## src/rtl/ffpa_pkg.sv

```systemverilog
// Shared constants, types and command codes of the first-fit partition allocator.
`default_nettype none
package ffpa_pkg;

  localparam int NUM_BLOCKS = 16;
  localparam int SIZE_BITS  = 16;
  localparam int ID_W       = $clog2(NUM_BLOCKS + 1);
  localparam int WIDE_W     = 8;

  localparam logic [1:0] CMD_LOAD    = 2'd0;
  localparam logic [1:0] CMD_REQ     = 2'd1;
  localparam logic [1:0] CMD_RESTART = 2'd2;

  localparam logic [4:0]  BLOCK_COUNT_RST = 5'd16;
  localparam logic [31:0] TOTAL_MAX       = 32'hFFFF_FFFF;

  typedef logic [SIZE_BITS-1:0] size_t;
  typedef logic [ID_W-1:0]      cell_id_t;

  // word travelling down the cell chain
  typedef struct packed {
    logic       valid;
    logic [1:0] cmd;
    logic [3:0] idx;
    size_t      size;
    logic       granted;
    logic [3:0] gidx;
    size_t      gsize;
    size_t      frag;
  } token_t;

endpackage
`default_nettype wire

```

## src/rtl/ffpa_cell.sv

```systemverilog
// One partition cell: holds a block size and used bit, checks and claims a passing word.
`default_nettype none
module ffpa_cell (
  input  wire logic              clk_i,
  input  wire logic              rst_ni,
  input  wire logic              advance_i,
  input  wire ffpa_pkg::cell_id_t cell_id_i,
  input  wire logic [4:0]        block_count_i,
  input  wire ffpa_pkg::token_t  tok_i,
  output ffpa_pkg::token_t       tok_o
);

  ffpa_pkg::size_t  size_q, size_d;
  logic             used_q, used_d;
  ffpa_pkg::token_t tok_q, tok_d;
  logic             match, eligible, fits;

  assign match    = ({4'd0, tok_i.idx} == ffpa_pkg::WIDE_W'(cell_id_i));
  assign eligible = (ffpa_pkg::WIDE_W'(block_count_i) > ffpa_pkg::WIDE_W'(cell_id_i));
  assign fits     = !used_q && (size_q >= tok_i.size);

  always_comb begin
    size_d = size_q;
    used_d = used_q;
    tok_d  = tok_i;
    if (tok_i.valid) begin
      unique case (tok_i.cmd)
        ffpa_pkg::CMD_LOAD: begin
          if (match) begin
            size_d = tok_i.size;
            used_d = 1'b0;
          end
        end
        ffpa_pkg::CMD_RESTART: begin
          used_d = 1'b0;
        end
        ffpa_pkg::CMD_REQ: begin
          if (!tok_i.granted && eligible && fits) begin
            used_d        = 1'b1;
            tok_d.granted = 1'b1;
            tok_d.gidx    = 4'(ffpa_pkg::WIDE_W'(cell_id_i));
            tok_d.gsize   = size_q;
            tok_d.frag    = size_q - tok_i.size;
          end
        end
        default: begin
        end
      endcase
    end
  end

  always_ff @(posedge clk_i or negedge rst_ni) begin
    if (!rst_ni) begin
      size_q <= '0;
      used_q <= 1'b0;
      tok_q  <= '0;
    end else if (advance_i) begin
      size_q <= size_d;
      used_q <= used_d;
      tok_q  <= tok_d;
    end
  end

  assign tok_o = tok_q;

endmodule
`default_nettype wire

```

## src/rtl/ffpa_total.sv

```systemverilog
// Chain exit: saturating fragment total and the result output register.
`default_nettype none
module ffpa_total (
  input  wire logic             clk_i,
  input  wire logic             rst_ni,
  input  wire logic             advance_i,
  input  wire ffpa_pkg::token_t tok_i,
  output logic                  out_valid_o,
  output logic                  allocated_o,
  output logic [3:0]            granted_block_o,
  output logic [15:0]           granted_block_size_o,
  output logic [15:0]           fragment_o,
  output logic [31:0]           total_fragment_o
);

  logic [31:0] total_q, total_d;
  logic [32:0] sum;
  logic        valid_q;
  logic        alloc_q;
  logic [3:0]  gidx_q;
  logic [15:0] gsize_q, frag_q;

  assign sum = {1'b0, total_q} + 33'(32'(tok_i.frag));

  always_comb begin
    total_d = total_q;
    if (tok_i.valid) begin
      if (tok_i.cmd == ffpa_pkg::CMD_RESTART) begin
        total_d = '0;
      end else if (tok_i.granted) begin
        total_d = sum[32] ? ffpa_pkg::TOTAL_MAX : sum[31:0];
      end
    end
  end

  always_ff @(posedge clk_i or negedge rst_ni) begin
    if (!rst_ni) begin
      total_q <= '0;
      valid_q <= 1'b0;
    end else if (advance_i) begin
      total_q <= total_d;
      valid_q <= tok_i.valid;
    end
  end

  always_ff @(posedge clk_i) begin
    if (advance_i) begin
      alloc_q <= tok_i.granted;
      gidx_q  <= tok_i.gidx;
      gsize_q <= 16'(32'(tok_i.gsize));
      frag_q  <= 16'(32'(tok_i.frag));
    end
  end

  assign out_valid_o          = valid_q;
  assign allocated_o          = alloc_q;
  assign granted_block_o      = gidx_q;
  assign granted_block_size_o = gsize_q;
  assign fragment_o           = frag_q;
  assign total_fragment_o     = total_q;

endmodule
`default_nettype wire

```

## src/rtl/first_fit_partition_allocator_unit.sv

```systemverilog
// Top level of the first-fit fixed-partition allocator: a chain of partition cells.
//
//  channel  dir  handshake                  payload
//  s_axis   in   s_axis_tvalid/tready       tuser: cmd; tdata: block_index, size_value
//  m_axis   out  m_axis_tvalid/tready       tuser: allocated; tdata: block, size, frag, total
//  cfg      in   cfg_we_i                   cfg_wdata_i: block_count
//
// Every word walks through the NUM_BLOCKS cells in order, then the total register;
// one word per cycle sustained while m_axis_tready is high.
// Reset clears all sizes, used bits and the total; block_count resets to 16.
// A result held in the output register with tready low stalls the whole chain and input.
`default_nettype none
module first_fit_partition_allocator_unit (
  input  wire logic        clk_i,
  input  wire logic        rst_ni,
  input  wire logic        s_axis_tvalid,
  output logic             s_axis_tready,
  input  wire logic [23:0] s_axis_tdata,  // [3:0] block_index, [19:4] size_value, zero pad
  input  wire logic [1:0]  s_axis_tuser,  // [1:0] cmd
  output logic             m_axis_tvalid,
  input  wire logic        m_axis_tready,
  // [3:0] granted_block, [19:4] granted_block_size, [35:20] fragment,
  // [67:36] total_fragment, zero pad
  output logic [71:0]      m_axis_tdata,
  output logic             m_axis_tuser,  // [0] allocated
  input  wire logic        cfg_we_i,
  input  wire logic [4:0]  cfg_wdata_i
);

  logic             advance;
  logic [4:0]       block_count_q;
  ffpa_pkg::token_t in_tok;
  ffpa_pkg::token_t chain [ffpa_pkg::NUM_BLOCKS+1];
  logic [3:0]       granted_block;
  logic [15:0]      granted_block_size, fragment;
  logic [31:0]      total_fragment;

  assign advance       = !m_axis_tvalid || m_axis_tready;
  assign s_axis_tready = advance;

  always_ff @(posedge clk_i or negedge rst_ni) begin
    if (!rst_ni) begin
      block_count_q <= ffpa_pkg::BLOCK_COUNT_RST;
    end else if (cfg_we_i) begin
      block_count_q <= cfg_wdata_i;
    end
  end

  always_comb begin
    in_tok       = '0;
    in_tok.valid = s_axis_tvalid;
    in_tok.cmd   = s_axis_tuser;
    in_tok.idx   = s_axis_tdata[3:0];
    in_tok.size  = ffpa_pkg::size_t'(32'(s_axis_tdata[19:4]));
  end

  assign chain[0] = in_tok;

  for (genvar g = 0; g < ffpa_pkg::NUM_BLOCKS; g++) begin : g_cell
    ffpa_cell u_cell (
      .clk_i         (clk_i),
      .rst_ni        (rst_ni),
      .advance_i     (advance),
      .cell_id_i     (ffpa_pkg::cell_id_t'(g)),
      .block_count_i (block_count_q),
      .tok_i         (chain[g]),
      .tok_o         (chain[g+1])
    );
  end

  ffpa_total u_total (
    .clk_i                (clk_i),
    .rst_ni               (rst_ni),
    .advance_i            (advance),
    .tok_i                (chain[ffpa_pkg::NUM_BLOCKS]),
    .out_valid_o          (m_axis_tvalid),
    .allocated_o          (m_axis_tuser),
    .granted_block_o      (granted_block),
    .granted_block_size_o (granted_block_size),
    .fragment_o           (fragment),
    .total_fragment_o     (total_fragment)
  );

  assign m_axis_tdata = {4'd0, total_fragment, fragment, granted_block_size, granted_block};

endmodule
`default_nettype wire
```

## config.mk

```make
export PLATFORM = sky130hd
export DESIGN_NAME = first_fit_partition_allocator_unit
export DESIGN_NICKNAME = d
export VERILOG_FILES = /design/src/rtl/ffpa_pkg.sv /design/src/rtl/ffpa_cell.sv /design/src/rtl/ffpa_total.sv /design/src/rtl/first_fit_partition_allocator_unit.sv
export SDC_FILE = /design/constraint.sdc
export NUM_CORES = 2
export LEC_CHECK = 0
export BUFFER_PORTS_ARGS = -buffer_cell sky130_fd_sc_hd__buf_2
export CAP_MARGIN = 25
export CORE_AREA = 2 2 257 450
export CTS_CLUSTER_SIZE = 20
export DETAILED_ROUTE_END_ITERATION = 16
export DIE_AREA = 0 0 259 452
export PLACE_DENSITY = 0.83
export SLEW_MARGIN = 20
export SYNTH_ARGS = -nofsm -noshare
export SYNTH_HDL_FRONTEND = slang
export SYNTH_SLANG_ARGS = --single-unit
```

## constraint.sdc

```tcl
create_clock -name clk_i -period 3.4 [get_ports clk_i]
set_clock_uncertainty 0.1 [all_clocks]
set_input_delay 0.34 -clock clk_i [delete_from_list [all_inputs] [get_ports clk_i]]
set_output_delay 0.34 -clock clk_i [all_outputs]
set_load 0.01 [all_outputs]
```

Yosys cells after proc, flatten, opt, wreduce, memory -nomap -nowiden
Index checks and enable logic that the tools add are counted.
Widths: inputs -> output; s select.
{"block": "word_totals", "reg_bits": 1287, "output_inout_bits": 75, "wordCells": 540, "inputBits": 36}
{"block": "op_classes", "n_eq_ne": 80, "muxes": 99, "add_sub_neg": 17, "n_lt_le_gt_ge": 32, "reduce_logical": 147}
{"op": "$mux 37", "count": 48}
{"op": "$ge 16x16->1", "count": 16}
{"op": "$sub 16x16->16", "count": 16}
{"op": "$mux 32", "count": 3}
{"op": "$reduce_and 5->1", "count": 16}
{"op": "$ne 2x1->1 const B", "count": 32}
{"op": "$reduce_and 4->1", "count": 16}
{"op": "$pmux 1 s3", "count": 16}
{"op": "$reduce_bool 3->1", "count": 16}
{"op": "$logic_and 1x1->1", "count": 47}
{"op": "$gt 5x4->1 const B", "count": 8}
{"op": "$eq 2x2->1 const B", "count": 17}
{"op": "$add 32x16->33", "count": 1}
{"op": "$eq 2x1->1 const B", "count": 16}
{"op": "$eq 4x4->1 const B", "count": 8}
{"op": "$logic_not 1->1", "count": 32}
{"op": "$logic_not 2->1", "count": 16}
{"op": "$mux 1", "count": 32}
{"op": "$gt 5x3->1 const B", "count": 4}
{"op": "$eq 4x3->1 const B", "count": 4}
{"op": "$gt 5x1->1 const B", "count": 2}
{"op": "$gt 5x2->1 const B", "count": 2}
{"op": "$eq 4x2->1 const B", "count": 2}
{"op": "$logic_not 5->1", "count": 1}
{"op": "4 further kinds", "count": 4}

Logic depth before layout (Yosys ltp)
{"block": "depth", "depth_word": 6, "mapped_depth": 15, "mapped_depth_nobuf": 13}

By module
From an unflattened synthesis, not the netlist that was laid out.
{"block": "unflattened", "cells_unflattened": 7244, "hier_area_um2": 71680.0}
{"mod": "ffpa_cell at g_cell[0].u_cell ...", "cells_per_inst": 422, "instances": 6, "area_each_um2": 4192.8, "seq_area_each_um2": 1926.8}
{"mod": "ffpa_cell at g_cell[1].u_cell ...", "cells_per_inst": 448, "instances": 5, "area_each_um2": 4292.9, "seq_area_each_um2": 1926.8}
{"mod": "ffpa_cell at g_cell[6].u_cell ...", "cells_per_inst": 425, "instances": 4, "area_each_um2": 4274.1, "seq_area_each_um2": 1926.8}
{"mod": "ffpa_cell at g_cell[10].u_cell", "cells_per_inst": 420, "instances": 1, "area_each_um2": 4164.0, "seq_area_each_um2": 1926.8}
{"mod": "ffpa_total", "cells_per_inst": 335, "instances": 1, "area_each_um2": 3572.2, "seq_area_each_um2": 1936.9}
{"mod": "first_fit_partition_allocator_unit", "cells_per_inst": 17, "instances": 1, "area_each_um2": 226.5, "seq_area_each_um2": 126.4}

Worst setup path before layout
OpenSTA, ideal clock, no wires.
{"block": "synth_timing", "path_type": "register -> register", "from": "register u_total.valid_q (netlist: u_total.out_valid_o)", "to": "register u_total.alloc_q (netlist: u_total.allocated_o), enable pin", "setup_slack_ps": -112, "n_path_buf": 5, "setup_time_ps": 420, "required_ps": 2880, "path_stages_with_launch": 8, "period_less_slack_ps": 3512, "arrival_time_ps": 2993, "cell_sequence": "dfrtp_1 -> nor2b_1 -> clkbuf_1 -> inv_2 -> clkbuf_1 -> clkbuf_1 -> buf_1 -> buf_1"}
{"block": "synth_via", "elab_chain_cells": 2}
{"element": "start: declaration", "line": "ffpa_total.sv:18", "rtl": "logic valid_q;"}
{"element": "start signal: assignment", "line": "ffpa_total.sv:42", "rtl": "valid_q <= tok_i.valid;"}
{"element": "$logic_not 1->1", "line": "first_fit_partition_allocator_unit.sv:38", "rtl": "assign advance = !m_axis_tvalid || m_axis_tready;"}
{"element": "$logic_or 1x1->1", "line": "first_fit_partition_allocator_unit.sv:38"}
{"element": "via s_axis_tready", "line": "first_fit_partition_allocator_unit.sv:17", "rtl": "output logic s_axis_tready,"}
{"element": "end signal: assignment", "line": "ffpa_total.sv:48", "rtl": "alloc_q <= tok_i.granted;"}
{"element": "end: declaration", "line": "ffpa_total.sv:19", "rtl": "logic alloc_q;"}
The timed path passes the listed nets, and every way through them passes these cells.
A chain may end at the register's enable or synchronous reset.

Final worst setup path
{"block": "layout_timing", "from": "register g_cell[11].u_cell.tok_q (netlist bit g_cell[11].u_cell.tok_o[41])", "to": "register g_cell[12].u_cell.tok_q (netlist bit g_cell[12].u_cell.tok_o[24])"}
{"block": "layout_via", "elab_chain_cells": 6}
{"element": "start: declaration", "line": "ffpa_cell.sv:15", "rtl": "ffpa_pkg::token_t tok_q, tok_d;"}
{"element": "start signal: assignment", "line": "ffpa_cell.sv:60", "rtl": "tok_q <= tok_d;"}
{"element": "$ge 16x16->1", "line": "ffpa_cell.sv:20", "rtl": "assign fits = !used_q && (size_q >= tok_i.size);"}
{"element": "$logic_and 1x1->1", "line": "ffpa_cell.sv:20"}
{"element": "$logic_and 1x1->1", "line": "ffpa_cell.sv:38", "rtl": "if (!tok_i.granted && eligible && fits) begin"}
{"element": "$mux 37", "line": "ffpa_cell.sv:38"}
{"element": "$mux 37", "line": "ffpa_cell.sv:27", "rtl": "unique case (tok_i.cmd)"}
{"element": "$mux 37", "line": "ffpa_cell.sv:26", "rtl": "if (tok_i.valid) begin"}
{"element": "end signal: assignment", "line": "ffpa_cell.sv:60"}
{"element": "end: declaration", "line": "ffpa_cell.sv:15"}
No other way between the ends.

==> reports/qor.yml <==
synth-edff-count: 37
synth-simple-area-share_pct: 14.3
fin_nets: 7409
ys_ff_latch: 1272
syn_inst: 6844
synth_top_family_by_area: "compound AO/OA/AOI/OAI gates"
min_period_over_period_pct: 106
gp_congestion: 0.961
multiInputGateArea_mm2: 0.0301
synth_xor_area_share_pct: 2.66
reg2reg_from: "g_cell[11].u_cell.tok_o[41]$_DFFE_PN0N_"
dieArea_mm2: 0.117
drc: 0
grt_max_degree: 284
place_ws_ps: -348
timing.fmax_mhz: 277
grt.overflow.total: 0
slew_headroom_pct: 19.6
dr.pass1.iters: 6
drive_above_1_share_pct: 12.0
leakagePower_nw: 34.8
ys.flop_type: "dfrtp_1"
synthDominantCellAreaShare_pct: 48.0
post_dp_cell_area_mm2: 0.0682
fp-row-count: 164
yosys-mux-area-fraction_pct: 7.02
num_vias: 51000
clock-sinks: 1272
dp_hpwl_um: 130000
antenna_found_initial: 4
synth_cell_types: 94
root_buffer: "clkbuf_16"
cts_tree: "yes"
arrival_ps: 4110
synth_area_mm2: 0.0643
fin_area_mm2: 0.0733
cts_buffer_depth: 3
violations: "setup timing"
area_growth_pct: 14.1
cp_max_fo: 9
seq_area_frac_synth_pct: 49.8
worst_setup_path_end_kind: "flip-flop"
ios: 111
post-route-min-period_ps: 3620
port_buffers: 102
final_hold_viol_count: 0
clkLatencyLatePin_ps: 770
hold_path_class: "input pin to async pin"
rsz0062_at_grt: "yes"
timing.max_cap.violations: 0
powerDensity_mw_per_mm2: 934
grt_pass1_wl_um: 281000
die_y_um: 452
grt_pass1_vias: 53600
maxSlewViolCount: 0
synth_top_area_cell: "dfrtp_1"
grt_usage_pct: 30.9
synth_compound_area_share_pct: 16.1
totalWireLength_um: 181000
worstSetupStartpointType: "flip-flop"
synth.most_common_cell: "nand2_1"
cts_made_buffers: 113
start_util_pct: 56.6
cp-startpoint: "g_cell[11].u_cell.tok_o[41]$_DFFE_PN0N_"
synthTopCellsByCount: "1413 x nand2_1, 1234 x dfrtp_1, 981 x o21ai_0, 339 x a21oi_1, 339 x inv_1"
synth-adder-area-share_pct: 5.82
final-setup-viol-count: 39
via_per_inst: 5.88
final.setup.tns_ps: -3350
r2r_cells: 11
drt_iter0_drc: 3327
synthTopCellsByArea: "dfrtp_1 48%, nand2_1 8.3%, o21ai_0 7.6%, ha_1 5.3%, mux2i_1 5.3%"
ff_latch_area_mm2: 0.0320
path_class: "flip-flop to flip-flop"
ys.warnings.count: 0
avgSynthCellArea_um2: 9.39
fill_cells: 8489
wl_per_cell_um: 20.9
async_reset_ff_share_pct: 97.1
cts_max_level: 3
fp.coreArea_mm2: 0.113
cts.reportedPaths.clkPinSlew_ps: 70
worst_pin_slew_ps: 1210
status: "complete, but fails checks"
die-width_um: 259
irDropWorstVdd_uv: 632
ant_nets: 0
setup_slack_ps: -216
required_ps: 3890
==> path summary, 6_finish.rpt <==
| check | end | slack, ps |
|---|---|---|
| max reg2reg | g_cell[12].u_cell.tok_o[24]$_DFFE_PN0N_ | -220 |
| max | g_cell[12].u_cell.tok_o[24]$_DFFE_PN0N_ | -220 |
| min | g_cell[12].u_cell.tok_o[58]$_DFFE_PN0N_ | 30 |
| min in group clk_i | g_cell[1].u_cell.tok_o[6]$_DFFE_PN0N_ | 80 |
| min reg2reg | u_total.granted_block_size_o[10]$_DFFE_PN_ | 350 |
| max in group asynchronous | g_cell[7].u_cell.tok_o[10]$_DFFE_PN0N_ | 1860 |
==> stage by stage <==
step                instances  power, mW  hold slack (ps)  util [%]
floorplan                6847       43.1            -55.6         -
CTS                      8647       67.5             43.6      64.1
global route             8672       72.5             86.5      64.6
detailed placement       8390       53.6              224      60.1
global placement         8389       52.2              226      60.1
finish                   8673       68.5             31.7      64.6
==> cell usage in the layout, fill, tap and decap left out, types with 27 or more instances in the layout <==
cell type / Yosys / layout
nand3_1: 75 / 75
a22o_1: 36 / 36
edfxtp_1: 37 / 37
nand4_1: 40 / 40
o21ai_0: 981 / 955
a31oi_1: 48 / 42
nor2_1: 322 / 319
mux2i_1: 338 / 327
xor2_1: 75 / 75
buf_12: 0 / 51
nand2b_1: 33 / 33
inv_1: 339 / 338
dfrtp_1: 1234 / 1233
buf_2: 45 / 101
xnor2_1: 120 / 120
ha_1: 272 / 269
mux2_2: 100 / 100
nor2b_1: 68 / 61
o21ai_1: 11 / 31
o21bai_1: 29 / 27
o21a_1: 46 / 46
and3_1: 29 / 27
clkbuf_16: 0 / 120
a21oi_1: 339 / 327
nand2_1: 1413 / 1413
a21o_1: 94 / 94
buf_4: 10 / 270
nor3_1: 65 / 63
dlygate4sd3_1: 0 / 35
==> worst max-delay path, cell delays in order (launching register included) <==
cell and delay, ps:
dfrtp_1 380, inv_1 70, ha_1 380, inv_1 150, nor2_1 60, o21ai_0 480
a31oi_2 270, o211a_1 360, o21ai_4 550, buf_4 280, mux2i_1 230, o21ai_0 130
==> cell families after synthesis <==
family / after synthesis
AOI/OAI and AO/OA: 1793
xor gates and xnor gates: 195
adders and majority gates: 289
buffers and inverters: 689
DFF: 1272
muxes: 438
other: 1
and+or+nand+nor: 2167
==> sequential cells by signal (all words and copies together) (netlist names) <==
signal	flops
g_cell.u_cell.used_q	16
u_total.total_fragment_o	32
g_cell.u_cell.tok_o	925
u_total.granted_block_size_o	16
g_cell.u_cell.size_q	256
u_total.allocated_o	1
u_total.out_valid_o	1
block_count_q	5
u_total.granted_block_o	4
u_total.fragment_o	16
==> timing repair <==
item / 4_1_cts / 5_1_grt
cloned: 5 / 6
pin swaps: 8 / 18
endpoints found under the setup margin: 127 / 304
gates resized for setup: 34 / 86
hold endpoints to repair: 447 / 0
setup buffers: 8 / 24
hold buffers: 35 / 0
==> area by class of cell <==
cell class / count / area share, %
multi-input combinational: 4886 / 41.0
timing repair buffer: 470 / 5.72
clock buffer: 162 / 4.48
tap: 1494 / 2.55
clock inverter: 47 / 0.826
inverter: 341 / 1.76
antenna: 1 / 0.00341
sequential: 1272 / 43.7
==> metal layers <==
layer  global-route usage [%]  wire length, µm  vias up
met5                    0.166               24        -
met3                     4.69             6830      886
met2                     57.9            97100     1539
li1                         -                -    24000
met1                     26.2            54500    24600
met4                     32.8            22800        4
==> power breakdown <==
part	switching, mW	leakage, nW	internal, mW
sequential	4.00	16.7	20.4
combinational	18.1	16.2	12.5
clock	5.96	1.92	7.51
No activity file was read; power rests on OpenSTA's default activity.
